File: config.mk
export PLATFORM = sky130hd
export DESIGN_NAME = scm_cell
export DESIGN_NICKNAME = d
export VERILOG_FILES = /design/src/rtl/scene_crossfade_matrix_mixer_macros.svh /design/src/rtl/scm_pkg.sv /design/src/rtl/scm_cell.sv
export SDC_FILE = /design/constraint.sdc
export NUM_CORES = 1
export LEC_CHECK = 0
export ABC_CLOCK_PERIOD_IN_PS = 1300
export BUFFER_PORTS_ARGS = -buffer_cell sky130_fd_sc_hd__buf_2
export CORE_ASPECT_RATIO = 2
export CORE_MARGIN = 2
export CORE_UTILIZATION = 35
export CTS_CLUSTER_DIAMETER = 50
export DETAILED_ROUTE_END_ITERATION = 8
export PLACE_DENSITY = 0.66
export SLEW_MARGIN = 10
export SYNTH_ARGS = -nofsm -noshare
export SYNTH_HDL_FRONTEND = slang
export SYNTH_SLANG_ARGS = --single-unit
File: constraint.sdc
create_clock -name clk -period 1.3 [get_ports clk]
set_input_delay 0.195 -clock clk [delete_from_list [all_inputs] [get_ports clk]]
set_output_delay 0.195 -clock clk [all_outputs]
set_load 0.005 [all_outputs]
File: src/rtl/scene_crossfade_matrix_mixer_macros.svh
// assertion macros shared by the mixer rtl
`ifndef SCENE_CROSSFADE_MATRIX_MIXER_MACROS_SVH
`define SCENE_CROSSFADE_MATRIX_MIXER_MACROS_SVH

// same-cycle implication, disabled in reset
`define SCM_ASSERT_NOW(label, clk, rst, ante, cons, msg) \
  label: assert property (@(posedge clk) disable iff (rst) (ante) |-> (cons)) \
    else $error(msg);

// next-cycle implication, disabled in reset
`define SCM_ASSERT_NEXT(label, clk, rst, ante, cons, msg) \
  label: assert property (@(posedge clk) disable iff (rst) (ante) |=> (cons)) \
    else $error(msg);

`endif

File: src/rtl/scm_pkg.sv
// package: widths, codes and types of the scene crossfade matrix mixer
package scm_pkg;

  localparam int DEF_TRACKS = 16;
  localparam int DEF_BUSES  = 8;
  localparam int DEF_SCENES = 16;

  localparam int OPC_W   = 4;
  localparam int TRK_FW  = 4;
  localparam int BUS_FW  = 3;
  localparam int SCN_FW  = 4;
  localparam int SMP_W   = 16;
  localparam int GAIN_W  = 13;
  localparam int RAMP_W  = 12;
  localparam int MGAIN_W = 13;
  localparam int ACC_W   = 36;
  localparam int PROD_W  = GAIN_W + 1 + SMP_W;
  localparam int NUM_W   = GAIN_W + 1 + RAMP_W + 1;
  localparam int DIVN_W  = GAIN_W + RAMP_W;
  localparam int EMIT_W  = ACC_W + MGAIN_W + 1;
  localparam int CFG_AW  = 1;
  localparam int CFG_DW  = 13;

  localparam int SHIFT_MAIN = 24;
  localparam int SHIFT_BUS  = 12;
  localparam int MAIN_BUSES = 2;

  localparam logic [RAMP_W-1:0]  RAMP_RESET      = 12'd44;
  localparam logic [MGAIN_W-1:0] MAIN_GAIN_RESET = 13'd2867;

  typedef enum logic [OPC_W-1:0] {
    OP_SAMPLE        = 4'd0,
    OP_SCENE_BUTTON  = 4'd1,
    OP_SCENE_CV      = 4'd2,
    OP_BUS_MUTE      = 4'd3,
    OP_TRACK_MUTE    = 4'd4,
    OP_SOLO          = 4'd5,
    OP_LINK          = 4'd6,
    OP_CLR_MUTES     = 4'd7,
    OP_CLR_BUS_MUTES = 4'd8,
    OP_CLR_SOLOS     = 4'd9,
    OP_GAIN_WRITE    = 4'd10
  } scm_op_t;

  typedef enum logic [CFG_AW-1:0] {
    CFG_RAMP_LENGTH = 1'd0,
    CFG_MAIN_GAIN   = 1'd1
  } scm_cfg_t;

  typedef enum logic [3:0] {
    S_CLEAR,
    S_IDLE,
    S_RD,
    S_NUM,
    S_DST,
    S_DIV,
    S_MUL,
    S_ACC,
    S_EMIT
  } scm_state_t;

  typedef struct packed {
    logic done;
    logic rem_nz;
  } div_stat_t;

endpackage

File: src/rtl/scm_cell.sv
// one accumulator cell of the bus ring
module scm_cell (
  input  logic                               clk,
  input  logic                               rst,
  input  logic                               shift,
  input  logic signed [scm_pkg::ACC_W-1:0]   din,
  output logic signed [scm_pkg::ACC_W-1:0]   acc
);
  import scm_pkg::*;

  always_ff @(posedge clk) begin
    if (rst) begin
      acc <= '0;
    end else if (shift) begin
      acc <= din;
    end
  end

endmodule

==> impl_metrics.py, run 1 <==
metrics = {
    "sta": {
        "hold_violations": 0,
        "slew_violations": 0,
        "finalCritPeriodShare_pct": 71.08,
        "setup-tns-final_ps": 0,
        "rsz0062_at_grt": "no",
        "fin_worst_skew_ps": 0,
        "post-route-min-period_ps": 924.0,
        "final-setup-viol-count": 0,
        "fmax_ghz": 1.082,
        "slew_headroom_pct": 76.56,
        "worst_pin_slew_ps": 351.7,
    },
    "worst_setup_path": {
        "cp.arrival_ps": 730,
        "crit_family": "flip-flops",
        "r2r-end": "acc[35]$_SDFFE_PP0P_",
        "crit_path_top_delay_cell": "dfxtp_1",
        "end_kind": "output port",
        "critical_path.startpoint": "acc[35]$_SDFFE_PP0P_",
        "r2r_start": "acc[35]$_SDFFE_PP0P_",
        "cp_data_required_time_ps": 1110,
        "rr_worst_depth": 2,
        "reg2reg_slack_ps": 680,
        "crit_path_start_kind": "flop",
        "critPathKind": "flop to output port",
        "worstPathMaxFanout": 2,
        "cp_num_buf_inv": 1,
        "cp_cell_sequence": "buf_2",
        "critPathMaxStageDelay_ps": 340,
    },
    "power_and_ir_drop": {
        "ir_drop_mv": 0.9159,
        "pwr-share-seq_pct": 52.4,
        "p_sw_share_pct": 21.65,
        "p_leak_nw": 0.9711,
        "internal_power_mw": 1.794,
        "p_clk_share_pct": 35.6,
        "netSwitchingPower_uw": 495.6,
        "power.density_nw_per_um2": 1292,
        "combPwrFrac_pct": 12.1,
    },
    "placement": {
        "dpl.hpwl_mm": 1.943,
        "routabilityCongestion": 0.7065,
        "dpl-instance-area_um2": 1675,
        "port_buffers": 74,
    },
    "grt": {
        "grt_pass1_wl_mm": 3.912,
        "grtUsageTotal_pct": 12.73,
        "grt_overflow": 0,
        "antenna_found_initial": 0,
        "grt_max_degree": 37,
        "grt_pass1_vias": 915,
    },
    "floorplanning": {
        "initial_core_util_pct": 36.21,
        "die_h_um": 90.40,
        "chipWidth_um": 47.20,
        "core_um2": 3607,
        "rows": 31,
        "die-area_um2": 4267,
        "pin_count": 75,
    },
    "final_layout": {
        "final_common_cell": "buf_2",
        "drive_gt1_share_pct": 43.46,
        "largest_register_ffs": 36,
        "reg_top3": "acc: 36 flops",
        "area_delta_synth_final_pct": 35.63,
        "final_cell_mix": "buf_2 (74), mux2i_1 (36), nor2_1 (36), dfxtp_1 (36), clkbuf_8 (7)",
        "stdcell_area_um2": 1772,
        "top_register": "acc",
        "final_nets": 230,
        "fin_util_pct": 49.12,
        "n_antenna_cell": 0,
    },
    "route": {
        "viasPerCell": 4.371,
        "ant_nets": 0,
        "drt_iter0_drc": 2,
        "routed_wl_mm": 2.595,
        "wl_per_cell_um": 10.81,
        "drc": 0,
        "dr.pass1.iters": 4,
        "via_count": 1049,
    },
    "cts": {
        "clock_latency_ps": 270,
        "cts.sinks": 36,
        "cts_buffer_depth": 2,
        "postCtsHoldBufs": 0,
        "clk_pin_slew_ps": 70,
        "cts_buffers": 5,
        "cts_setup_buffers": 0,
        "cts_tree": "built",
        "cts-root-buf": "clkbuf_8",
        "htreeDepth": 2,
        "cts-resized-gates": 0,
    },
    "min_path": {
        "min_to": "acc[14]$_SDFFE_PP0P_",
        "min_path_type": "input pin to flop",
        "hold_start": "din[14]",
        "hold_depth": 3,
    },
    "run": {
        "cap_violations": 0,
    },
    "synthesis": {
        "synth_cells": 116,
        "ys_warn_count": 0,
        "synth-seq-cells": 36,
        "syn_nets": 155,
        "synth_area_um2": 1306,
        "seq_area_frac_synth_pct": 55.17,
        "avgSynthCellArea_um2": 11.26,
        "ys_types": 7,
    },
    "run_status": {
        "status": "finished clean",
    },
}
[worst max path at each step]
stage / to / slack [ps] / cells past startpoint
floorplan: acc[10]$_SDFFE_PP0P_ / 490 / 4
global placement: acc[13]$_SDFFE_PP0P_ / 340 / 4
detailed placement: acc[35]$_SDFFE_PP0P_ / 320 / 4
CTS: acc[35] / 350 / 1
global route: acc[22] / 320 / 1
finish: acc[35] / 380 / 1
[Yosys cell counts (all sizes together)]
| library cell | number | area share, % |
|---|---|---|
| dfxtp | 36 | 55 |
| mux2i | 36 | 28 |
| nor2 | 36 | 10 |
| buf | 7 | 6.6 |
| clkbuf | 1 | 0.29 |
[stage by stage]
stage / worst slack, ps / total power, mW / instances / hold WS [ps]
final: 376.0 / 2.290 / 240 / 154.3
after global routing: 324.6 / 2.402 / 240 / 148.1
after CTS: 348.5 / 2.344 / 240 / 138.1
after detailed placement: 324.1 / 1.507 / 233 / 437.8
after global placement: 336.9 / 1.502 / 233 / 426.4
after floorplan: 487.1 / 1.384 / 116 / 342.2
[cells by family (layout without fill, tap and decap cells)]
logic type / Yosys count / count (layout) / share of synthesized area (%)
flip-flops: 36 / 36 / 55.17
AND/OR/NAND/NOR: 36 / 36 / 10.34
multiplexers: 36 / 36 / 27.59
buffers and inverters: 8 / 83 / 6.896
[metal layers]
layer,track usage [%],up-vias,part of all wire [%]
li1,-,525,-
met1,12.03,467,38
met2,22.03,50,53
met3,3.600,7,6.9
met4,7.639,0,2.5
met5,0,-,0
[power by group through the flow]
stage	sequential [mW]	combinational, mW	clock (mW)
after floorplan	1.23	0.153	0
after global placement	1.22	0.279	0
after detailed placement	1.22	0.283	0
after CTS	1.20	0.283	0.861
after global routing	1.21	0.310	0.886
final	1.20	0.276	0.814
[area by class of cell]
| cell class | instances | area [um2] |
|---|---|---|
| fill | 367 | 1836 |
| sequential | 36 | 720.7 |
| multi-input combinational | 72 | 495.5 |
| timing repair buffer | 76 | 397.9 |
| clock buffer | 7 | 96.34 |
| tap | 49 | 61.31 |
(Power assumes the default switching activity.)
==> inputs of run 2 (changes only) <==
Settings changed: ABC_AREA set to 1, ABC_CLOCK_PERIOD_IN_PS 1300 to 800.
Clock period 1.3 ns to 0.8 ns, I/O delays scaled along.
==> impl_metrics.py, run 2 <==
metrics = {
    "run_status": {
        "status": "finished with violations",
        "violations": "setup timing",
    },
    "route": {
        "routed_wl_mm": 3.263,
        "viasPerCell": 4.056,
        "wl_per_cell_um": 9.089,
        "drc": 0,
        "dr.pass1.iters": 2,
        "drt_iter0_drc": 6,
        "via_count": 1456,
        "ant_nets": 0,
    },
    "grt": {
        "use_met2_pct": 25.61,
        "grtUsageTotal_pct": 14.43,
        "grt_max_degree": 37,
        "antenna_found_initial": 0,
        "use_met3_pct": 3.086,
        "gr-usage-met1_pct": 14.87,
        "grt_pass1_wl_mm": 5.526,
        "grt_overflow": 0,
        "busiest_layer": "met2",
        "grt_pass1_vias": 1341,
    },
    "cts": {
        "clk_pin_slew_ps": 70,
        "clock_latency_ps": 280,
        "htreeDepth": 2,
        "cts_tree": "built",
        "cts.sinks": 36,
        "cts_buffer_depth": 2,
        "cts-root-buf": "clkbuf_8",
        "cts_buffers": 5,
    },
    "floorplanning": {
        "die-area_um2": 4873,
        "initial_core_util_pct": 36.45,
        "chipWidth_um": 50.37,
        "core_um2": 4129,
        "pin_count": 75,
        "rows": 33,
        "die_h_um": 96.74,
    },
    "final_layout": {
        "layout.cells.non_filler": 359,
        "drive_gt1_share_pct": 40.72,
        "fin_util_pct": 51.45,
        "final_nets": 345,
        "reg_top3": "acc: 36 flops",
        "top_register": "acc",
        "area_delta_synth_final_pct": 41.15,
        "final_cell_mix": "nor2_1 (72), nand2_1 (72), buf_2 (67)",
        "layout.area.seq_um2": 765.7,
        "largest_register_ffs": 36,
        "multi_input_area_um2": 540.5,
        "fillers": 449,
        "n_antenna_cell": 0,
    },
    "worst_setup_path": {
        "crit_path_top_delay_cell": "dfxtp_2",
        "end_kind": "output port",
        "critical_path.startpoint": "acc[16]$_SDFFE_PP0P_",
        "cp.arrival_ps": 720,
        "rr_worst_depth": 3,
        "r2r_start": "acc[17]$_SDFFE_PP0P_",
        "crit_family": "flip-flops",
        "critPathMaxStageDelay_ps": 340,
        "r2r-end": "acc[17]$_SDFFE_PP0P_",
        "crit_path_start_kind": "flop",
        "cp_num_buf_inv": 1,
        "critPathKind": "flop to output port",
        "cp_cell_sequence": "buf_2",
        "cp_data_required_time_ps": 680,
        "cp-endpoint": "acc[16]",
        "worstPathMaxFanout": 2,
        "reg2reg_slack_ps": 110,
        "cp.depth": 1,
    },
    "synthesis": {
        "netlist.area_leader.share_pct": 47.88,
        "ys_warn_count": 0,
        "synth_area_um2": 1505,
        "synth_cells": 228,
        "yosys-top-cells-area": "dfxtp_1 (48%), nand2_1 (18%), nor2_1 (18%)",
        "syn_nets": 267,
        "ys_types": 7,
        "synth-seq-cells": 36,
        "avgSynthCellArea_um2": 6.602,
        "synth_top_area_cell": "dfxtp_1",
        "ys.flop_type": "dfxtp_1",
        "synthTopCellsByCount": "nand2_1 (72), nor2_1 (72), dfxtp_1 (36), inv_1 (36), buf_6 (8)",
        "ys_async_sr_fraction_pct": 0,
        "seq_area_frac_synth_pct": 47.88,
        "synth-edff-count": 0,
    },
    "placement": {
        "post-place-cells": 347,
        "port_buffers": 74,
        "dpl.hpwl_mm": 2.236,
        "routabilityCongestion": 0.7219,
    },
    "min_path": {
        "min_path_type": "input pin to flop",
    },
    "sta": {
        "final-setup-viol-count": 36,
        "setup-tns-final_ps": -1165,
        "worst_pin_slew_ps": 147.6,
        "fin_worst_skew_ps": 0,
        "rsz0062_at_grt": "yes",
        "finalCritPeriodShare_pct": 105.6,
        "hold_violations": 0,
        "slew_headroom_pct": 90.16,
        "slew_violations": 0,
        "setup_slack_ps": -44.88,
        "post-route-min-period_ps": 844.9,
        "fmax_ghz": 1.184,
    },
    "power_and_ir_drop": {
        "p_leak_nw": 1.276,
        "power.density_nw_per_um2": 1850,
        "ir_drop_mv": 1.518,
    },
    "run": {
        "cap_violations": 0,
    },
}
-- run 2: changes by cell type in the layout (fill, tap and decap cells not counted), sizes merged --
cell,before,now
mux2i,36,0
nor2,36,72
buf,76,82
inv,0,37
clkbuf,7,8
nand2,0,72
-- run 2: per-stage QoR --
| stage | setup slack, ps | total power, mW | hold slack [ps] | area, um2 |
|---|---|---|---|---|
| floorplan | 187.7 | 2.346 | 295.9 | 1505 |
| global placement | 73.97 | 2.593 | 403.8 | 1916 |
| detailed placement | 56.41 | 2.604 | 412.1 | 1916 |
| CTS | -57.17 | 3.972 | 107.2 | 2086 |
| global route | -80.76 | 4.183 | 121.3 | 2125 |
| finish | -44.88 | 3.931 | 117.6 | 2125 |
-- run 2: final cells by class --
| type | instances | share of cell area, % |
|---|---|---|
| flip-flops and latches | 36 | 36.04 |
| multi-input cells | 144 | 25.44 |
| repair buffers | 82 | 24.68 |
| inverters | 37 | 6.537 |
| clock buffers | 8 | 4.240 |
| well taps | 52 | 3.062 |
-- run 2: cell families (layout without fill, tap and decap cells) --
group | count (synthesis) | in the layout | share of synthesized area, %
simple gates | 144 | 144 | 35.91
buf+inv | 48 | 127 | 16.21
flops | 36 | 36 | 47.88
-- run 2: power by group --
part	internal (mW)	switching [mW]
Clock	0.702	0.595
Combinational	0.332	0.290
Sequential	1.94	0.0683
Total	2.98	0.953
-- run 2: worst min path at each step --
stage	start	cells past startpoint	slack, ps	to
global route	din[14]	5	120	acc[14]$_SDFFE_PP0P_
detailed placement	din[10]	5	410	acc[10]$_SDFFE_PP0P_
floorplan	rst	3	300	acc[0]$_SDFFE_PP0P_
global placement	din[26]	5	400	acc[26]$_SDFFE_PP0P_
CTS	din[9]	5	110	acc[9]$_SDFFE_PP0P_
finish	din[9]	5	120	acc[9]$_SDFFE_PP0P_
-- run 2: layer usage --
| layer | routed length, um | up-vias |
|---|---|---|
| met4 | 120 | 0 |
| met3 | 179 | 9 |
| met2 | 1637 | 44 |
| met1 | 1325 | 609 |
| met5 | 0 | - |
| li1 | - | 794 |
-- run 2: timing repair --
action,CTS,global route
setup buffers,3,1
endpoints found under the setup margin,36,36
hold buffers,0,0
endpoints found under the hold margin,0,0
resized for setup,38,5
