### src/rtl/scene_crossfade_matrix_mixer_macros.svh
// assertion macros shared by the mixer rtl
`ifndef SCENE_CROSSFADE_MATRIX_MIXER_MACROS_SVH
`define SCENE_CROSSFADE_MATRIX_MIXER_MACROS_SVH

// same-cycle implication, disabled in reset
`define SCM_ASSERT_NOW(label, clk, rst, ante, cons, msg) \
  label: assert property (@(posedge clk) disable iff (rst) (ante) |-> (cons)) \
    else $error(msg);

// next-cycle implication, disabled in reset
`define SCM_ASSERT_NEXT(label, clk, rst, ante, cons, msg) \
  label: assert property (@(posedge clk) disable iff (rst) (ante) |=> (cons)) \
    else $error(msg);

`endif

### src/rtl/scm_pkg.sv
// package: widths, codes and types of the scene crossfade matrix mixer
package scm_pkg;

  localparam int DEF_TRACKS = 16;
  localparam int DEF_BUSES  = 8;
  localparam int DEF_SCENES = 16;

  localparam int OPC_W   = 4;
  localparam int TRK_FW  = 4;
  localparam int BUS_FW  = 3;
  localparam int SCN_FW  = 4;
  localparam int SMP_W   = 16;
  localparam int GAIN_W  = 13;
  localparam int RAMP_W  = 12;
  localparam int MGAIN_W = 13;
  localparam int ACC_W   = 36;
  localparam int PROD_W  = GAIN_W + 1 + SMP_W;
  localparam int NUM_W   = GAIN_W + 1 + RAMP_W + 1;
  localparam int DIVN_W  = GAIN_W + RAMP_W;
  localparam int EMIT_W  = ACC_W + MGAIN_W + 1;
  localparam int CFG_AW  = 1;
  localparam int CFG_DW  = 13;

  localparam int SHIFT_MAIN = 24;
  localparam int SHIFT_BUS  = 12;
  localparam int MAIN_BUSES = 2;

  localparam logic [RAMP_W-1:0]  RAMP_RESET      = 12'd44;
  localparam logic [MGAIN_W-1:0] MAIN_GAIN_RESET = 13'd2867;

  typedef enum logic [OPC_W-1:0] {
    OP_SAMPLE        = 4'd0,
    OP_SCENE_BUTTON  = 4'd1,
    OP_SCENE_CV      = 4'd2,
    OP_BUS_MUTE      = 4'd3,
    OP_TRACK_MUTE    = 4'd4,
    OP_SOLO          = 4'd5,
    OP_LINK          = 4'd6,
    OP_CLR_MUTES     = 4'd7,
    OP_CLR_BUS_MUTES = 4'd8,
    OP_CLR_SOLOS     = 4'd9,
    OP_GAIN_WRITE    = 4'd10
  } scm_op_t;

  typedef enum logic [CFG_AW-1:0] {
    CFG_RAMP_LENGTH = 1'd0,
    CFG_MAIN_GAIN   = 1'd1
  } scm_cfg_t;

  typedef enum logic [3:0] {
    S_CLEAR,
    S_IDLE,
    S_RD,
    S_NUM,
    S_DST,
    S_DIV,
    S_MUL,
    S_ACC,
    S_EMIT
  } scm_state_t;

  typedef struct packed {
    logic done;
    logic rem_nz;
  } div_stat_t;

endpackage

### src/rtl/scm_div.sv
// restoring divider, one quotient bit per cycle
module scm_div (
  input  logic                          clk,
  input  logic                          rst,
  input  logic                          start,
  input  logic [scm_pkg::DIVN_W-1:0]    dividend,
  input  logic [scm_pkg::RAMP_W-1:0]    divisor,
  output logic [scm_pkg::DIVN_W-1:0]    quot,
  output scm_pkg::div_stat_t            stat
);
  import scm_pkg::*;

  localparam int CNT_W = $clog2(DIVN_W + 1);

  logic [CNT_W-1:0]  cnt;
  logic [RAMP_W-1:0] rem;
  logic [RAMP_W:0]   rem_sh;
  logic [RAMP_W:0]   rem_sub;
  logic              take;
  logic              done;

  assign rem_sh  = {rem, quot[DIVN_W-1]};
  assign rem_sub = rem_sh - {1'b0, divisor};
  assign take    = rem_sh >= {1'b0, divisor};

  always_ff @(posedge clk) begin
    if (rst) begin
      cnt  <= '0;
      done <= 1'b0;
    end else if (start) begin
      cnt  <= CNT_W'(DIVN_W);
      done <= 1'b0;
    end else begin
      done <= (cnt == CNT_W'(1));
      if (cnt != '0) begin
        cnt <= cnt - CNT_W'(1);
      end
    end
  end

  always_ff @(posedge clk) begin
    if (start) begin
      quot <= dividend;
      rem  <= '0;
    end else if (cnt != '0) begin
      quot <= {quot[DIVN_W-2:0], take};
      rem  <= take ? rem_sub[RAMP_W-1:0] : rem_sh[RAMP_W-1:0];
    end
  end

  assign stat.done   = done;
  assign stat.rem_nz = (rem != '0);

endmodule

### config.mk
export PLATFORM = sky130hd
export DESIGN_NAME = scm_div
export DESIGN_NICKNAME = d
export VERILOG_FILES = /design/src/rtl/scene_crossfade_matrix_mixer_macros.svh /design/src/rtl/scm_pkg.sv /design/src/rtl/scm_div.sv
export SDC_FILE = /design/constraint.sdc
export NUM_CORES = 1
export LEC_CHECK = 0
export BUFFER_PORTS_ARGS = -buffer_cell sky130_fd_sc_hd__buf_2
export CORE_MARGIN = 2
export CORE_UTILIZATION = 55
export CTS_CLUSTER_DIAMETER = 200
export CTS_CLUSTER_SIZE = 12
export DETAILED_ROUTE_END_ITERATION = 8
export GPL_TIMING_DRIVEN = 0
export PLACE_DENSITY = 0.82
export SKIP_CTS_REPAIR_TIMING = 1
export SLEW_MARGIN = 10
export SYNTH_ARGS = -nofsm -noshare
export SYNTH_HDL_FRONTEND = slang
export SYNTH_SLANG_ARGS = --single-unit
### constraint.sdc
create_clock -name clk -period 5.74 [get_ports clk]
set_input_delay 1.722 -clock clk [delete_from_list [all_inputs] [get_ports clk]]
set_output_delay 1.722 -clock clk [all_outputs]
set_load 0.01 [all_outputs]
==> flow_metrics.py, run 1 <==
metrics = {
    "run_status": {
        "status": "complete, no violations",
    },
    "die": {
        "die_w_um": 72.9,
        "die-area_sq_um": 5310,
        "core_area_sq_um": 4660,
        "fp.dieH_um": 72.9,
        "initial_core_util_pct": 56.0,
        "pin_count": 67,
        "placementRows": 25,
    },
    "logic_synthesis": {
        "syn_avg_cell_area_sq_um": 10.3,
        "postSynth.asyncResetShare_pct": 0,
        "synth_edf_count": 25,
        "synth_most_common_cell": "nor2_1",
        "synth_area_leader_cell": "edfxtp_1",
        "synth_fp_nets": 308,
        "syn_area_sq_um": 2610,
        "netlist_top_cells_count": "28 x nor2_1, 25 x edfxtp_1, 24 x mux2_2",
        "netlist_top_cells_area": "edfxtp_1 29%, dfxtp_1 14%, mux2_2 10%, ha_1 6.7%, nor2_1 4.0%",
        "ys.flop_type": "edfxtp_1",
        "ys_ff_latch": 43,
        "post-synth-top-area-fraction_pct": 28.8,
        "synthCells": 253,
        "synth-warning-count": 0,
        "netlist-cell-type-count": 49,
        "yosysSeqAreaShare_pct": 42.6,
    },
    "global_routing": {
        "track_usage_pct": 21.8,
        "grt_pass1_vias": 2021,
        "grt_max_degree": 26,
        "grt_overflow": 0,
        "grt_pass1_wl_mm": 9.06,
        "antenna_found_initial": 0,
    },
    "critical_path": {
        "startpoint_type": "input pin",
        "crit_fanout": 3,
        "worst-path-buf-inv": 1,
        "timing_worst_setup_path_type": "in -> reg",
        "setup.worst_path.end_class": "flop",
        "critPathArrivalTime_ps": 3800,
        "cpLargestDelayFamily": "compound AO/OA/AOI/OAI gates",
        "crit_chain": "buf_2 -> ha_1 -> fa_1 -> nor2b_1 -> o21ai_1 -> a311oi_1 -> o21a_1 -> a211oi_1 -> a221o_1",
        "cpPeakStageDelay_ps": 440,
        "slowest_stage": "a311oi_1",
        "required_ps": 5930,
    },
    "cts": {
        "h-tree-depth": 2,
        "cts_root_buffer": "clkbuf_8",
        "clkLatencyLatePin_ps": 290,
        "cts_tree": "yes",
        "clock-sinks": 43,
        "cts_buffer_depth": 2,
        "cts.clk_slew.worst_paths_ps": 80,
        "cts_buffers": 5,
    },
    "detailed_routing": {
        "drt_iter0_drc": 113,
        "ant_nets": 0,
        "viasPerCell": 5.75,
        "drt_pass1_iterations": 4,
        "remaining_drc_errors": 0,
        "wl_per_cell_um": 15.4,
        "route.vias.total": 2186,
        "wl_mm": 5.86,
    },
    "placed_design": {
        "placed_area_sq_um": 3000,
        "dp_hpwl_mm": 4.53,
        "portBuffers": 65,
        "globalplace.congestion": 0.830,
    },
    "layout": {
        "area_growth_pct": 18.6,
        "seq_area_sq_um": 1110,
        "fin_nets": 380,
        "design_area_sq_um": 3090,
        "fillers": 358,
        "final_layout_size_suffix_gt1_share_pct": 33.7,
        "multi_input_area_sq_um": 1330,
        "diodes": 0,
    },
    "timing": {
        "holdWs_ps": 526,
        "worstMarginPinSlew_ps": 591,
        "clock_skew_ps": 9.67,
        "hold_violations": 0,
        "fin_tns_setup_ps": 0,
        "finalSetupViolCount": 0,
        "post-route-min-period_ps": 3610,
        "slew_viol_final": 0,
        "relSlewSlack_pct": 60.6,
        "fmax_ghz": 0.277,
        "period_share_pct": 62.9,
        "rsz0062_at_grt": "no",
    },
    "power": {
        "peakVddDrop_v": 0.000214,
        "p_per_area_nw_per_um2": 423,
        "leakagePower_nw": 1.34,
    },
    "run": {
        "drv_cap": 0,
    },
    "min_path": {
        "hold_path_class": "reg -> reg",
    },
}
registers in the layout (all words and copies together), names as in the netlist:
| name | flops |
|---|---|
| done | 1 |
| rem | 12 |
| cnt | 5 |
| quot | 25 |
cell families (layout without fill, tap and decap cells):
family | Yosys count | in the layout | share of synthesized area, %
AND/OR/NAND/NOR | 75 | 75 | 14.3
flip-flops | 43 | 43 | 42.6
XOR/XNOR | 9 | 9 | 3.02
buffers and inverters | 30 | 103 | 6.28
AO/OA/AOI/OAI | 55 | 55 | 15.2
adder cells (fa/ha/maj) | 15 | 15 | 7.48
multiplexers | 26 | 26 | 11.1
cell type report:
cell class              count  area share (%)
plain buffers              12            3.11
clock buffers               7            2.79
clock inverters             1           0.162
inverters                  18            2.18
multi-input cells         180            43.1
flip-flops and latches     43            35.9
well taps                  54            2.18
repair buffers             65            10.5
where the power goes:
group / total (mW) / switching [mW] / internal [mW]
Sequential: 0.477 / 0.0663 / 0.410
Clock: 0.198 / 0.101 / 0.0972
Combinational: 0.633 / 0.347 / 0.286
final timing paths:
path	start	to	slack, ps	cells past startpoint
worst min register to register	cnt[4]	cnt[4]	530	2
worst max register to register	quot[24]	rem[8]	3260	9
worst min-delay path	cnt[4]	cnt[4]	530	2
worst max-delay path	divisor[0]	rem[8]	2130	9
worst min-delay path, stage by stage, from the launching register on:
cell and delay [ps]:
dfxtp_1 360, a21oi_1 70, nor2_1 70
per-layer routing:
metal	up-vias	share of wire [%]	routed length [um]	GRT usage (%)
met2	65	52	3060	36.1
li1	1075	-	-	-
met1	1040	42	2460	28.5
met4	0	0.96	56	4.94
met3	6	4.9	287	6.22
met5	-	0	0	0
metrics by stage:
| step | utilization, % | power (mW) | setup slack (ps) | std cells |
|---|---|---|---|---|
| floorplan | - | 0.939 | 2250 | 253 |
| global placement | 64.4 | 1.09 | 1860 | 372 |
| detailed placement | 64.4 | 1.11 | 1830 | 372 |
| CTS | 66.4 | 1.30 | 2150 | 380 |
| global route | 66.4 | 1.39 | 2110 | 380 |
| finish | 66.4 | 1.31 | 2130 | 380 |
layout by cell type, fill, tap and decap left out, types with 3 or more instances in the layout:
master,n
a211oi_1,5
a21oi_1,6
a311oi_1,7
a31oi_1,3
buf_1,3
buf_2,65
clkbuf_1,4
clkbuf_8,10
dfxtp_1,18
edfxtp_1,25
ha_1,14
inv_1,18
mux2_2,24
nand2_1,8
nand3_1,9
nand3b_1,4
nor2_1,28
nor3_1,7
nor3b_1,3
nor4_1,3
o211ai_1,3
o21a_1,3
o21ai_0,3
o21ai_1,7
or3_1,3
xnor2_1,7
Power figures use the tool's default switching activity.
==> run 2, diff against run 1 <==
CORE_UTILIZATION = 48   (was 55)
PLACE_DENSITY = 0.76   (was 0.82)
clock period = 3.19 ns   (was 5.74 ns; I/O delays follow)
==> flow_metrics.py, run 2 (synthesis gave the netlist of run 1 again) <==
metrics = {
    "run_status": {
        "status": "complete, no violations",
    },
    "cts": {
        "cts_root_buffer": "clkbuf_8",
        "cts_buffer_depth": 2,
        "cts_tree": "yes",
        "cts.clk_slew.worst_paths_ps": 80,
        "h-tree-depth": 2,
        "clkLatencyLatePin_ps": 290,
        "clock-sinks": 43,
        "cts_buffers": 5,
    },
    "timing": {
        "fmax_ghz": 0.360,
        "clock_skew_ps": 4.60,
        "worstMarginPinSlew_ps": 593,
        "finalSetupViolCount": 0,
        "slew_viol_final": 0,
        "relSlewSlack_pct": 60.5,
        "rsz0062_at_grt": "no",
        "fin_tns_setup_ps": 0,
        "post-route-min-period_ps": 2780,
        "hold_violations": 0,
        "period_share_pct": 87.1,
    },
    "die": {
        "pin_count": 67,
        "die-area_sq_um": 6040,
        "die_w_um": 77.7,
        "placementRows": 26,
        "initial_core_util_pct": 50.4,
        "fp.dieH_um": 77.7,
        "core_area_sq_um": 5170,
    },
    "layout": {
        "multi_input_area_sq_um": 1330,
        "seq_area_sq_um": 1110,
        "final_layout_size_suffix_gt1_share_pct": 33.7,
        "reg.largest.list": "quot: 25 flops, rem: 12 flops, cnt: 5 flops",
        "largest-register": "quot",
        "fillers": 459,
        "area_growth_pct": 20.9,
        "design_area_sq_um": 3150,
        "diodes": 0,
        "mostFrequentLayoutCells": "65 x buf_2, 28 x nor2_1, 25 x edfxtp_1, 24 x mux2_2",
        "layout_commonest_cell": "buf_2",
        "largest_reg_flops": 25,
        "fin_nets": 380,
    },
    "critical_path": {
        "r2r-start": "quot[24]",
        "timing_worst_setup_path_type": "in -> reg",
        "critPathArrivalTime_ps": 2970,
        "crit_chain": "buf_2 -> ha_1 -> fa_1 -> nor2b_1 -> o21ai_1 -> a311oi_1 -> o21a_1 -> a211oi_1 -> a221o_1",
        "cp_num_cells": 9,
        "r2r_slack_ps": 770,
        "cp-endpoint": "rem[8]",
        "reg2reg_depth": 9,
        "cpLargestDelayFamily": "compound AO/OA/AOI/OAI gates",
        "critPathLaunch": "divisor[0]",
        "setup.worst_path.end_class": "flop",
        "required_ps": 3380,
        "startpoint_type": "input pin",
        "crit_fanout": 3,
        "worstReg2RegEnd": "rem[8]",
        "worst-path-buf-inv": 1,
        "slowest_stage": "fa_1",
        "cpPeakStageDelay_ps": 410,
    },
    "global_routing": {
        "grt_max_degree": 26,
        "antenna_found_initial": 0,
        "grt_overflow": 0,
        "track_usage_pct": 20.1,
        "grt_pass1_wl_mm": 9.72,
        "grt_pass1_vias": 2044,
    },
    "placed_design": {
        "placed_area_sq_um": 3020,
        "portBuffers": 65,
        "globalplace.congestion": 0.837,
        "dp_hpwl_mm": 4.37,
    },
    "detailed_routing": {
        "drt_iter0_drc": 212,
        "ant_nets": 0,
        "remaining_drc_errors": 0,
        "route.vias.total": 2149,
        "viasPerCell": 5.43,
        "wl_per_cell_um": 14.7,
        "wl_mm": 5.82,
        "drt_pass1_iterations": 4,
    },
    "power": {
        "peakVddDrop_v": 0.000410,
        "p_per_area_nw_per_um2": 787,
        "leakagePower_nw": 1.36,
    },
    "min_path": {
        "hold_path_class": "reg -> reg",
    },
    "run": {
        "drv_cap": 0,
    },
}
[run 2: cell types whose count changed in the layout (fill, tap and decap cells not counted)]
cell       before  now
bufinv_16       0    2
clkinv_2        1    0
clkbuf_8       10    9
[run 2: where the power goes]
part	switching [mW]	internal (mW)	total, mW
clock network	0.186	0.313	0.499
logic	0.615	0.515	1.13
registers	0.117	0.738	0.855
[run 2: how the worst min path moves through the flow]
stage,endpoint,depth (start not counted),slack [ps],startpoint
global placement,cnt[1],2,500,cnt[1]
floorplan,cnt[4],2,480,cnt[4]
finish,cnt[1],2,520,cnt[1]
global route,cnt[1],2,550,cnt[1]
detailed placement,cnt[1],2,510,cnt[1]
CTS,cnt[1],2,520,cnt[1]
[run 2: per-layer routing]
layer / routed length, um / global-route usage, % / up-vias / part of all wire (%)
li1: - / - / 1085 / -
met1: 2650 / 29.0 / 994 / 45
met2: 2820 / 31.9 / 64 / 49
met3: 307 / 4.19 / 6 / 5.3
met4: 39 / 3.21 / 0 / 0.67
met5: 0 / 0 / - / 0
[run 2: final cells by class]
type	count	share of cell area, %
plain buffers	12	3.05
clock buffers	6	2.30
clock inverters	2	1.90
inverters	18	2.14
multi-input cells	180	42.3
flip-flops and latches	43	35.2
well taps	70	2.78
repair buffers	65	10.3
[run 2: per-stage QoR]
stage	hold slack [ps]	worst slack, ps	cells	util (%)	power (mW)
floorplan	478	462	253	-	1.69
global placement	498	117	388	58.4	1.96
detailed placement	512	114	388	58.4	1.98
CTS	524	430	396	61.0	2.48
global route	547	252	396	61.0	2.66
finish	523	411	396	61.0	2.48
[run 2: worst reg2reg max path, delay by kind of cell (launching register included)]
kind | cells | cell delay (ps)
buffers and inverters | 1 | 70
AO/OA/AOI/OAI | 5 | 1020
AND/OR/NAND/NOR | 1 | 250
adder cells (fa/ha/maj) | 2 | 620
flip-flops | 1 | 360
